===== config.mk =====
export PLATFORM = sky130hd
export DESIGN_NAME = cbz_ctrl
export DESIGN_NICKNAME = d
export VERILOG_FILES = /design/src/hw/rtl/cbz_pkg.sv /design/src/hw/rtl/cbz_ctrl.sv
export SDC_FILE = /design/constraint.sdc
export NUM_CORES = 1
export LEC_CHECK = 0
export ABC_CLOCK_PERIOD_IN_PS = 2700
export BUFFER_PORTS_ARGS = -buffer_cell sky130_fd_sc_hd__buf_2
export CAP_MARGIN = 20
export CELL_PAD_IN_SITES_DETAIL_PLACEMENT = 0
export CELL_PAD_IN_SITES_GLOBAL_PLACEMENT = 2
export CORE_MARGIN = 1
export CORE_UTILIZATION = 29
export DETAILED_ROUTE_END_ITERATION = 10
export GPL_TIMING_DRIVEN = 0
export PLACE_DENSITY_LB_ADDON = 0.1
export SKIP_CTS_REPAIR_TIMING = 1
export SLEW_MARGIN = 10
export SYNTH_ARGS = -nofsm -noshare
export SYNTH_HDL_FRONTEND = slang
export SYNTH_SLANG_ARGS = --single-unit
export TNS_END_PERCENT = 20

===== constraint.sdc =====
create_clock -name i_clk -period 2.7 [get_ports i_clk]
set_clock_uncertainty 0.05 [all_clocks]
set_input_delay 0.54 -clock i_clk [delete_from_list [all_inputs] [get_ports i_clk]]
set_output_delay 0.54 -clock i_clk [all_outputs]
set_load 0.005 [all_outputs]

===== src/hw/rtl/cbz_pkg.sv =====
`default_nettype none
// ---------------------------------------------------------------------------
// cbz_pkg
// Shared types and constants of the cubic Bezier segment generator: the
// axis datapath operation codes and the controller/datapath command and
// status bundles.
// ---------------------------------------------------------------------------
package cbz_pkg;

    // fixed field and register widths
    localparam int OUT_BITS  = 20;   // output coordinate width
    localparam int SEG_BITS  = 6;    // segment_count register width
    localparam int T_FRAC    = 16;   // fraction bits of the curve parameter t
    localparam int T_BITS    = 17;   // t with one integer bit, t = 1 included
    localparam int LO_BITS   = 24;   // split point of the last horner product
    localparam int APB_AW    = 3;    // byte address bits of the config port
    localparam int APB_DW    = 32;   // config data width

    // register map, indexed by word address paddr[2]
    localparam logic REG_SEG_COUNT = 1'b0;
    localparam logic [SEG_BITS-1:0] SEG_COUNT_RESET = 6'd50;

    // operations of one axis evaluator
    typedef enum logic [3:0] {
        AX_HOLD,
        AX_LOAD,
        AX_MUL_A3,
        AX_ADD_A2,
        AX_MUL_ACC,
        AX_ADD_A1,
        AX_MUL_LO,
        AX_MUL_HI,
        AX_ADD_FIN,
        AX_ROUND
    } t_axis_op;

    // controller to datapath
    typedef struct packed {
        logic     load;   // capture a new curve and start the t step division
        t_axis_op op;     // operation for both axis lanes
    } t_dp_cmd;

    // datapath to controller
    typedef struct packed {
        logic seg_zero;   // configured segment count is zero
        logic div_done;   // step size division finished
        logic end_point;  // current point is the trailing end point
    } t_dp_status;

endpackage
`default_nettype wire


===== src/hw/rtl/cbz_ctrl.sv =====
`default_nettype none
// ---------------------------------------------------------------------------
// cbz_ctrl
// Sequencer of the generator: accepts a curve, waits for the step size
// division, then walks the eight horner steps once per curve point.
// ---------------------------------------------------------------------------
module cbz_ctrl (
    input  wire                   i_clk,
    input  wire                   i_rst_n,
    input  wire                   i_start,
    input  wire cbz_pkg::t_dp_status i_status,
    output cbz_pkg::t_dp_cmd      o_cmd,
    output logic                  o_busy
);
    import cbz_pkg::*;

    typedef enum logic [3:0] {
        S_IDLE,
        S_DIV,
        S_MUL_A3,
        S_ADD_A2,
        S_MUL_ACC,
        S_ADD_A1,
        S_MUL_LO,
        S_MUL_HI,
        S_ADD_FIN,
        S_ROUND
    } t_state;

    t_state r_state, n_state;
    logic   r_busy;
    logic   accept;

    // a zero segment count does not take the item and produces nothing
    assign accept = (r_state == S_IDLE) && i_start && !i_status.seg_zero;

    // next state
    always_comb begin
        case (r_state)
            S_IDLE:    n_state = accept ? S_DIV : S_IDLE;
            S_DIV:     n_state = i_status.div_done ? S_MUL_A3 : S_DIV;
            S_MUL_A3:  n_state = S_ADD_A2;
            S_ADD_A2:  n_state = S_MUL_ACC;
            S_MUL_ACC: n_state = S_ADD_A1;
            S_ADD_A1:  n_state = S_MUL_LO;
            S_MUL_LO:  n_state = S_MUL_HI;
            S_MUL_HI:  n_state = S_ADD_FIN;
            S_ADD_FIN: n_state = S_ROUND;
            S_ROUND:   n_state = i_status.end_point ? S_IDLE : S_MUL_A3;
            default:   n_state = S_IDLE;
        endcase
    end

    // state and busy flag
    always_ff @(posedge i_clk) begin
        if (!i_rst_n) begin
            r_state <= S_IDLE;
            r_busy  <= 1'b0;
        end else begin
            r_state <= n_state;
            r_busy  <= (n_state != S_IDLE);
        end
    end

    // datapath command
    always_comb begin
        o_cmd.load = accept;
        case (r_state)
            S_DIV:     o_cmd.op = AX_LOAD;
            S_MUL_A3:  o_cmd.op = AX_MUL_A3;
            S_ADD_A2:  o_cmd.op = AX_ADD_A2;
            S_MUL_ACC: o_cmd.op = AX_MUL_ACC;
            S_ADD_A1:  o_cmd.op = AX_ADD_A1;
            S_MUL_LO:  o_cmd.op = AX_MUL_LO;
            S_MUL_HI:  o_cmd.op = AX_MUL_HI;
            S_ADD_FIN: o_cmd.op = AX_ADD_FIN;
            S_ROUND:   o_cmd.op = AX_ROUND;
            default:   o_cmd.op = AX_HOLD;
        endcase
    end

    assign o_busy = r_busy;

endmodule
`default_nettype wire

# After elaboration in Yosys (flattened, before gate mapping)
# Memories as Yosys holds them, arrays and structs flattened. A register that Yosys moved wholly into a read port is not among the register bits.
# Index checks and enable logic that the tools add are counted.
[word_totals] regBits=5 romBits=64 inputBits=6 output_inout_bits=6 memories=1
[mem_list] name="(name not given)" words=16 width=4 rd=1 rd_ports_with_merged_regs=1 write_ports=0 line_no="cbz_ctrl.sv:68" source="case (r_state)"
[op_classes] n_eq_ne=9 muxes=5 reduce_logical=5
[op_table] cell="$pmux 4 s10" count=1
[op_table] cell="$eq 4x3->1 const B" count=4
[op_table] cell="$eq 4x2->1 const B" count=2
[op_table] cell="$eq 4x4->1 const B" count=2
[op_table] cell="$eq 4x1->1 const B" count=1
[op_table] cell="$logic_not 4->1" count=1
[op_table] cell="$mux 2" count=2
[op_table] cell="$mux 4" count=1
[op_table] cell="$reduce_bool 4->1" count=1
[op_table] cell="$logic_and 1x1->1" count=2
[op_table] cell="$logic_not 1->1" count=1
[op_table] cell="$mux 1" count=1

# Depth between registers and ports, before layout
# Gate-level depths: netlist of the first run.
[depth] ltp_word=6 ltp_mapped=4 ltp_nobuf=3

# Worst setup path before layout of the first run
# OpenSTA, ideal clock, no wires.
[synth_timing] path_type="register -> output" startpoint="register r_state[1]" endpoint="output o_cmd[4] (netlist name)" arrival_ns=1.112 t_required_ns=2.110 setup_slack_ns=0.998 path_stages_with_launch=5 path_buffers=2 path_cell_list="dfxtp_1 buf_6 or3_4 nor3b_1 buf_4"
[synth_via] elab_chain_cells=3
[synth_rtl] element="start: declaration" line_no="cbz_ctrl.sv:30" source="t_state r_state, n_state;"
[synth_rtl] element="start signal: assignment" line_no="cbz_ctrl.sv:60" source="r_state <= n_state;"
[synth_rtl] element="$logic_not 4->1" line_no="cbz_ctrl.sv:35" source="assign accept = (r_state == S_IDLE) && i_start && !i_status.seg_zero;"
[synth_rtl] element="$logic_and 1x1->1 (2 in a row)" line_no="cbz_ctrl.sv:35"
[synth_rtl] element="end: declaration" line_no="cbz_ctrl.sv:12" source="output cbz_pkg::t_dp_cmd o_cmd,"
# Every way passes these cells.

# Worst setup path after layout of the first run
# Same ends and word-level chain as after synthesis.

==> run metrics, run 1 <==
fill count 143; maximum operating frequency 0.4735 GHz; number of buffers on the longest clock path 2; violation count after the first detailed-routing iteration 3; critical path data arrival time 1.52 ns; peak supply drop ~0.00018 V; number of H-tree levels 1; clock root buffer sky130_fd_sc_hd__clkbuf_4; Max stage delay on crit path 0.39 ns; Switching Share between 20% and 30%; final critical-path required period between 2 and 2.5 ns; full die area between 1500 and 2000 um^2; drt total wl ~760 um; clock-pin slew on the worst setup and hold paths 0.06 ns; share of synthesized area occupied by flip-flops and latches 43.50%; Synth warnings 0; number of buffers and inverters on the critical path 3; final routed DRC violation total 0; endpoint kind of the worst setup timing path output pin; share of the synthesized area in the top cell type a little over two fifths; number of pins with negative max-slew slack in the final report 0; number of library cell types mapped by synthesis 24; cell types occupying the most area after synthesis sky130_fd_sc_hd__dfxtp_1 (44%), sky130_fd_sc_hd__buf_6 (5.4%), sky130_fd_sc_hd__nor2b_1 (4.5%), sky130_fd_sc_hd__nor4b_1 (4.2%), sky130_fd_sc_hd__a21boi_1 (3.6%); max-capacitance violation count 0; area of the core region 1318 um^2; first drt pass iteration count 4; number of flip-flops and latches in the synthesized netlist 9; max-slew headroom at the worst pin 81.83%; critical setup path kind flop to output pin; net count reported at finish 64; overflow left after global routing 0; worst min-delay path category input pin to flop; fin area 514.2 um^2; number of instances in the synthesized netlist 42; sequential fraction of design power 50.0%; Synth Cell Area 414.1 um^2; vias in the first global route 282; wire length of the first global-routing pass ~1100 um; status complete, no violations; Num Clock Sinks 9; initial core utilization 31.43%; total routing usage reported by global routing 12.12%; number of nets in the synthesized netlist 48; vias per cell 4.639; measured slew at the worst slew-check pin 0.2688 ns; switching power just over 70 uW; maximum fanout encountered on the critical timing path 9; Diodes inserted 0; fraction of the core area covered by cells at the end of the flow between 30 and 40%; largest net degree at the start of global routing 10; number of flops mapped to enable cells by yosys 0; cts bufs inserted 3; mean instance size in the synthesized netlist just under 10 um^2; first element of the critical path r_state[1]$_SDFF_PN0_; proportion of layout cells with a drive suffix above 1 38.60%; total vias in the final route 334; endpoint required time on the critical path 2.11 ns; count of port buffers added during placement 11; Placer Congestion 0.7484; clock network fraction of design power 35.9%; proportion of register bits with asynchronous set or reset after synthesis 0%; number of hold violations in the final report 0; Period Utilization, post-route 78.21%; most frequent cell after synthesis sky130_fd_sc_hd__dfxtp_1; leading area contributor after synthesis sky130_fd_sc_hd__dfxtp_1; part of the power in combinational logic between 10% and 20%; worst path cell trace buf_6, or3_4, nor3b_1, buf_4, buf_2; worst skew pair latency 0.26 ns; synth cell count leaders sky130_fd_sc_hd__dfxtp_1 (9), sky130_fd_sc_hd__nand2_1 (4), sky130_fd_sc_hd__nor2b_1 (3); clock tree from TritonCTS built; overall die height 39.79 um; final-report setup violation count 0; launch point of the worst hold path i_rst_n; routed length per placed instance roughly 11 um; Row Count 13; Die X-Extent around 40 um; number of nets with antenna violations after detailed routing 0; CP max-delay cell sky130_fd_sc_hd__or3_4; area delta synth->final 24.17%; placement-stage cell area 488.0 um^2; cell internal power dissipation 220.0 uW; startpoint of the worst register-to-register path r_state[1]$_SDFF_PN0_; IO Count 12; final HPWL from detailed placement 545.1 um; Leak 0.2296 nW; antenna violations before repair 0; setup repair after global routing missed its margin no; startpoint class of the critical path flop; CP delay by family, top simple AND/OR/NAND/NOR gates; setup TNS after final layout 0 ns; leading register cell type out of synthesis sky130_fd_sc_hd__dfxtp_1; cell area power density 564.9 nW/um^2
layout by cell type, fill, tap and decap left out, drive strengths merged:
| master | n |
|---|---|
| o21ai | 3 |
| or3 | 1 |
| clkbuf | 4 |
| and2b | 1 |
| nand3 | 1 |
| buf | 14 |
| and3 | 2 |
| nor4b | 2 |
| a31oi | 1 |
| nor3 | 1 |
| dfxtp | 9 |
| a21boi | 2 |
| o2111ai | 1 |
| xnor2 | 1 |
| nor3b | 1 |
| a211oi | 1 |
| nor2b | 3 |
| inv | 2 |
| nand2 | 4 |
| o211ai | 1 |
| or4b | 1 |
| a21oi | 1 |
cell families (layout without fill, tap and decap cells):
family / after synthesis / count (layout) / synth area share [%]
xor gates and xnor gates: 1 / 1 / 2.115
DFF: 9 / 9 / 43.50
AOI/OAI and AO/OA: 10 / 10 / 17.22
and+or+nand+nor: 17 / 17 / 28.10
buffers and inverters: 5 / 20 / 9.062
final cells by class:
cell class,count,area (um^2),area share (%)
Clock buffer,4,26.28,5.109
Sequential cell,9,180.2,35.04
Tap cell,15,18.77,3.650
Buffer,3,30.03,5.839
Multi-Input combinational cell,28,196.4,38.20
Timing Repair Buffer,11,55.05,10.71
Inverter,2,7.507,1.460
stage by stage:
step	setup WS [ns]	power, mW	hold WS, ns	instances
2_1_floorplan	0.9980	0.1741	0.5290	42
3_3_place_gp	0.8771	0.1889	0.5580	68
3_5_place_dp	0.8757	0.1894	0.5635	68
4_1_cts	0.5670	0.2964	0.5470	72
5_1_grt	0.4934	0.3065	0.5569	72
6_report	0.5882	0.2905	0.5542	72
power by group through the flow:
stage               clock (mW)  sequential, mW  combinational, mW
floorplan                    0           0.149             0.0253
global placement             0           0.148             0.0405
detailed placement           0           0.148             0.0410
CTS                      0.110           0.145             0.0412
global route             0.115           0.147             0.0451
finish                   0.104           0.145             0.0407
state kept, by name (all words and copies together), names as in the netlist:
name,cells
o_cmd,4
r_state,4
o_busy,1
final timing paths:
path	endpoint	slack (ns)	cells after the start
worst min-delay path	o_cmd[1]$_SDFF_PP0_	0.55	2
worst max register to register	o_busy$_SDFF_PN0_	1.37	4
worst max-delay path	o_cmd[4]	0.59	5
worst min register to register	o_cmd[1]$_SDFF_PP0_	0.58	3
metal layers:
metal  track usage, %  up-vias  routed length [um]
met1            13.95      140                 374
met2            15.57       13                 327
met4            12.93        0                  17
met3            5.114        2                  42
met5                0        -                   0
li1                 -      179                   -
(Power assumes the default switching activity.)
==> inputs of run 2 (changes only) <==
--- a/config.mk
+++ b/config.mk
@@ -5,13 +5,14 @@
 export SDC_FILE = /design/constraint.sdc
 export NUM_CORES = 1
 export LEC_CHECK = 0
-export ABC_CLOCK_PERIOD_IN_PS = 2700
+export ABC_AREA = 1
+export ABC_CLOCK_PERIOD_IN_PS = 2050
 export BUFFER_PORTS_ARGS = -buffer_cell sky130_fd_sc_hd__buf_2
 export CAP_MARGIN = 20
 export CELL_PAD_IN_SITES_DETAIL_PLACEMENT = 0
 export CELL_PAD_IN_SITES_GLOBAL_PLACEMENT = 2
 export CORE_MARGIN = 1
-export CORE_UTILIZATION = 29
+export CORE_UTILIZATION = 24
 export DETAILED_ROUTE_END_ITERATION = 10
 export GPL_TIMING_DRIVEN = 0
 export PLACE_DENSITY_LB_ADDON = 0.1
==> constraint.sdc (replaced) <==
create_clock -name i_clk -period 2.05 [get_ports i_clk]
set_clock_uncertainty 0.05 [all_clocks]
set_input_delay 0.41 -clock i_clk [delete_from_list [all_inputs] [get_ports i_clk]]
set_output_delay 0.41 -clock i_clk [all_outputs]
set_load 0.005 [all_outputs]
==> run metrics, run 2 <==
FF+latch area 180.2 um^2; cts bufs inserted 3; final routed DRC violation total 0; number of H-tree levels 1; switching power ~91 uW; Placer Congestion 0.7129; initial core utilization roughly a quarter; measured slew at the worst slew-check pin ~0.25 ns; violation count after the first detailed-routing iteration 3; number of hold violations in the final report 0; number of nets in the synthesized netlist 64; number of flops mapped to enable cells by yosys 0; net count reported at finish 80; Num Clock Sinks 9; proportion of register bits with asynchronous set or reset after synthesis 0%; number of cells on the worst reg-to-reg path 7; max-capacitance violation count 0; IO Count 12; clock tree from TritonCTS built; count of port buffers added during placement 11; overall die height about 43 um; overflow left after global routing 0; leading register cell type out of synthesis sky130_fd_sc_hd__dfxtp_1; share of the synthesized area in the top cell type 44.44%; area of the core region 1541 um^2; most frequent cell after synthesis sky130_fd_sc_hd__inv_1; clock root buffer sky130_fd_sc_hd__clkbuf_4; setup TNS after final layout 0 ns; endpoint required time on the critical path around 1.6 ns; number of instances on the worst hold path 3; first drt pass iteration count 3; Synth warnings 0; overall power roughly 380 uW; worst min-delay path category input pin to flop; non-filler cells in the finished layout just under 90; synth cell count leaders sky130_fd_sc_hd__inv_1 (14), sky130_fd_sc_hd__nand2_1 (12), sky130_fd_sc_hd__dfxtp_1 (9); total routing usage reported by global routing 9.549%; fill count approximately 180; cell types occupying the most area after synthesis sky130_fd_sc_hd__dfxtp_1 (44%), sky130_fd_sc_hd__inv_1 (13%), sky130_fd_sc_hd__nand2_1 (11%), sky130_fd_sc_hd__nand3_1 (7.4%), sky130_fd_sc_hd__nand2_2 (4.6%); Row Count 14; number of flip-flops and latches in the synthesized netlist 9; cell internal power dissipation 284.6 uW; endpoint kind of the worst setup timing path output pin; status complete, no violations; vias per cell 4.101; most used cells in the layout excluding fill and tap cells sky130_fd_sc_hd__inv_1 (14), sky130_fd_sc_hd__nand2_1 (12), sky130_fd_sc_hd__buf_2 (11); first element of the critical path r_state[1]$_SDFF_PN0_; cell area power density around 740 nW/um^2; full die area about 1900 um^2; Diodes inserted 0; Synth Cell Area 405.4 um^2; Die X-Extent 43.10 um; mean instance size in the synthesized netlist 6.989 um^2; clock network fraction of design power around a third; sequential fraction of design power 51.8%; antenna violations before repair 0; area occupied by multi-input gates 153.9 um^2; Period Utilization, post-route 81.07%; critical setup path kind flop to output pin; final HPWL from detailed placement 616.5 um; total vias in the final route 365; launch point of the worst hold path i_rst_n; largest net degree at the start of global routing 8; number of pins with negative max-slew slack in the final report 0; leading cell type in the layout, fill and taps excluded sky130_fd_sc_hd__inv_1; part of the power in combinational logic a little over an eighth; drt total wl 758 um; proportion of layout cells with a drive suffix above 1 a little under a third; worst skew pair latency 0.26 ns; final-report setup violation count 0; setup repair after global routing missed its margin no; area delta synth->final 25.00%; fraction of the core area covered by cells at the end of the flow 32.87%; maximum operating frequency 0.6017 GHz; wire length of the first global-routing pass 1269 um; leading area contributor after synthesis sky130_fd_sc_hd__dfxtp_1; critical path data arrival time 1.20 ns; Leak 0.3375 nW; startpoint class of the critical path flop; share of synthesized area occupied by flip-flops and latches 44.44%; final critical-path required period 1.662 ns; peak supply drop 0.0003701 V; Placed Instances 85; max-slew headroom at the worst pin 83.42%; routed length per placed instance 8.517 um; number of nets with antenna violations after detailed routing 0; number of buffers on the longest clock path 2; Switching Share 24.26%; vias in the first global route 320; startpoint of the worst register-to-register path r_state[1]$_SDFF_PN0_; maximum fanout encountered on the critical timing path 7; number of library cell types mapped by synthesis 15; clock-pin slew on the worst setup and hold paths 0.06 ns; number of instances in the synthesized netlist 58
-- run 2: cells by family (layout without fill, tap and decap cells) --
| group | Yosys count | in the layout | share of synthesized area (%) |
|---|---|---|---|
| flops | 9 | 9 | 44.44 |
| buf+inv | 18 | 33 | 17.59 |
| simple gates | 29 | 29 | 35.49 |
| compound gates | 2 | 2 | 2.467 |
-- run 2: routing by layer --
metal	vias up	GRT usage (%)	share of wire, %
li1	203	-	-
met1	153	11.89	49
met2	9	12.54	44
met3	0	6.809	7.7
met4	0	3.636	0
met5	-	0	0
-- run 2: layout make-up --
class | instances | area share (%)
plain buffers | 1 | 1.481
clock buffers | 4 | 5.185
inverters | 17 | 12.59
multi-input cells | 31 | 30.37
flip-flops and latches | 9 | 35.56
well taps | 16 | 3.951
repair buffers | 11 | 10.86
-- run 2: critical path, cell delays in order, from the launching register on --
cell	delay, ns
sky130_fd_sc_hd__dfxtp_1	0.46
sky130_fd_sc_hd__nor2_1	0.10
sky130_fd_sc_hd__nand3_1	0.11
sky130_fd_sc_hd__inv_1	0.05
sky130_fd_sc_hd__buf_4	0.12
sky130_fd_sc_hd__buf_2	0.11
-- run 2: final timing paths --
kind / endpoint / slack (ns)
setup / recovery: o_cmd[4] / 0.39
hold / removal: r_state[1]$_SDFF_PN0_ / 0.38
setup reg to reg: o_busy$_SDFF_PN0_ / 0.93
hold reg to reg: r_state[3]$_SDFF_PN0_ / 0.62
-- run 2: per-stage QoR --
stage	hold WS (ns)	setup slack (ns)	instance area [um^2]
floorplan	0.4718	0.8621	405.4
global placement	0.6195	0.6424	480.5
detailed placement	0.6196	0.6266	480.5
CTS	0.3746	0.3723	506.7
global route	0.3823	0.2819	506.7
finish	0.3790	0.3880	506.7
-- run 2: power by group through the flow --
stage | Clock, mW | Combinational, mW | Sequential [mW]
CTS | 0.138 | 0.0517 | 0.195
floorplan | 0 | 0.0311 | 0.198
detailed placement | 0 | 0.0517 | 0.198
finish | 0.131 | 0.0504 | 0.195
global placement | 0 | 0.0518 | 0.199
global route | 0.150 | 0.0576 | 0.196
==> inputs of run 3 (changes only) <==
--- a/config.mk
+++ b/config.mk
@@ -5,14 +5,14 @@
 export SDC_FILE = /design/constraint.sdc
 export NUM_CORES = 1
 export LEC_CHECK = 0
-export ABC_AREA = 1
-export ABC_CLOCK_PERIOD_IN_PS = 2050
+export ABC_AREA = 0
+export ABC_CLOCK_PERIOD_IN_PS = 1650
 export BUFFER_PORTS_ARGS = -buffer_cell sky130_fd_sc_hd__buf_2
 export CAP_MARGIN = 20
 export CELL_PAD_IN_SITES_DETAIL_PLACEMENT = 0
 export CELL_PAD_IN_SITES_GLOBAL_PLACEMENT = 2
 export CORE_MARGIN = 1
-export CORE_UTILIZATION = 24
+export CORE_UTILIZATION = 27
 export DETAILED_ROUTE_END_ITERATION = 10
 export GPL_TIMING_DRIVEN = 0
 export PLACE_DENSITY_LB_ADDON = 0.1
==> constraint.sdc (replaced) <==
create_clock -name i_clk -period 1.65 [get_ports i_clk]
set_clock_uncertainty 0.05 [all_clocks]
set_input_delay 0.33 -clock i_clk [delete_from_list [all_inputs] [get_ports i_clk]]
set_output_delay 0.33 -clock i_clk [all_outputs]
set_load 0.005 [all_outputs]
==> run metrics, run 3 (synthesized netlist as in run 1, its figures left out) <==
clock-pin slew on the worst setup and hold paths around 0.060 ns; area of the core region 1366 um^2; met3 track utilization from global routing 9.783%; number of hold violations in the final report 0; status finished with violations; global-route track usage on met1 between 10 and 15%; reg-to-reg setup timing slack 0.21 ns; final HPWL from detailed placement 571.8 um; final-report setup violation count 1; area delta synth->final 30.82%; max-slew headroom at the worst pin 81.76%; total vias in the final route 370; worst min-delay path category input pin to flop; number of pins with negative max-slew slack in the final report 0; endpoint kind of the worst setup timing path output pin; most used cells in the layout excluding fill and tap cells sky130_fd_sc_hd__buf_2 (11), sky130_fd_sc_hd__dfxtp_1 (9), sky130_fd_sc_hd__nand2_1 (4), sky130_fd_sc_hd__buf_4 (4); final routed DRC violation total 0; count of port buffers added during placement 11; Leak around 0.25 nW; Worst Slack Setup Final -0.07460 ns; overflow left after global routing 0; number of H-tree levels 1; post-placement setup slack around 0.029 ns; startpoint class of the critical path flop; initial core utilization 30.31%; cell area power density 873.7 nW/um^2; full die area 1695 um^2; setup repair after global routing missed its margin yes; area occupied by multi-input gates 201.4 um^2; clock tree from TritonCTS built; violation count after the first detailed-routing iteration 15; routed length per placed instance 10.80 um; critical path data arrival time 1.34 ns; measured slew at the worst slew-check pin 0.2732 ns; first drt pass iteration count 4; failing checks setup timing; max-capacitance violation count 0; worst slack on hold paths 0.3479 ns; maximum operating frequency 0.5798 GHz; total routing usage reported by global routing about an eighth; vias in the first global route 321; clock root buffer sky130_fd_sc_hd__clkbuf_4; grt peak-use layer met2; Diodes inserted 0; peak supply drop 0.0005310 V; FF+latch area 180.2 um^2; proportion of layout cells with a drive suffix above 1 a little over two fifths; largest net degree at the start of global routing 10; Num Clock Sinks 9; antenna violations before repair 0; fill count 151; Period Utilization, post-route 104.5%; Row Count 13; maximum fanout encountered on the critical timing path 5; number of buffers on the longest clock path 2; Placer Congestion between 0.7 and 0.8; vias per cell 4.933; overall power around 470 uW; final critical-path required period around 1.7 ns; leading cell type in the layout, fill and taps excluded sky130_fd_sc_hd__buf_2; worst skew pair latency 0.26 ns; met2 global-route usage 19.53%; cts bufs inserted 3; setup TNS after final layout -0.07460 ns; net count reported at finish 67; IO Count 12; number of nets with antenna violations after detailed routing 0; overall die height 41.17 um; endpoint required time on the critical path approximately 1.3 ns; critical setup path kind flop to output pin; Die X-Extent 41.17 um; wire length of the first global-routing pass 1228 um; drt total wl 810 um
run 3: cell count changes in the layout (fill, tap and decap cells not counted), moves of 3 or more:
cell,change
sky130_fd_sc_hd__nand2_2,-3
sky130_fd_sc_hd__inv_1,-13
sky130_fd_sc_hd__nand2_1,-8
sky130_fd_sc_hd__nand3_1,-5
sky130_fd_sc_hd__nor2b_1,+3
sky130_fd_sc_hd__buf_4,+3
run 3: area by class of cell:
type | instances | area share, %
clock buffers | 4 | 4.850
flip-flops and latches | 9 | 33.26
inverters | 2 | 1.386
plain buffers | 2 | 4.157
multi-input cells | 28 | 37.18
repair buffers | 15 | 15.70
well taps | 15 | 3.464
run 3: layer usage:
| metal | share of wire, % | wire (um) | vias to the layer above |
|---|---|---|---|
| met5 | 0 | 0 | - |
| met4 | 1.4 | 11 | 0 |
| met3 | 8.9 | 72 | 2 |
| met2 | 49 | 393 | 18 |
| met1 | 41 | 332 | 165 |
| li1 | - | - | 185 |
run 3: worst paths after layout:
path / start / endpoint / cells after the start
max: r_state[2]$_SDFF_PN0_ / o_cmd[4] / 4
min: i_rst_n / r_state[1]$_SDFF_PN0_ / 2
max reg2reg: r_state[2]$_SDFF_PN0_ / o_busy$_SDFF_PN0_ / 5
min reg2reg: r_state[1]$_SDFF_PN0_ / r_state[1]$_SDFF_PN0_ / 3
run 3: worst max-delay path, stage by stage (launching register included):
cell and delay [ns]:
sky130_fd_sc_hd__dfxtp_1 0.30, sky130_fd_sc_hd__buf_6 0.12, sky130_fd_sc_hd__or3_4 0.39, sky130_fd_sc_hd__nor3b_2 0.16
sky130_fd_sc_hd__buf_2 0.13
run 3: per-stage QoR:
| step | cells | area (um^2) | utilization [%] |
|---|---|---|---|
| floorplan | 42 | 414.1 | - |
| global placement | 68 | 488.0 | 35.71 |
| detailed placement | 68 | 488.0 | 35.71 |
| CTS | 72 | 514.2 | 37.64 |
| global route | 75 | 541.8 | 39.65 |
| finish | 75 | 541.8 | 39.65 |
run 3: power by group:
group,switching (mW),internal [mW],leakage (nW)
Combinational,0.0323,0.0386,0.161
Clock,0.0708,0.0928,0.0150
Sequential,0.00812,0.231,0.0734
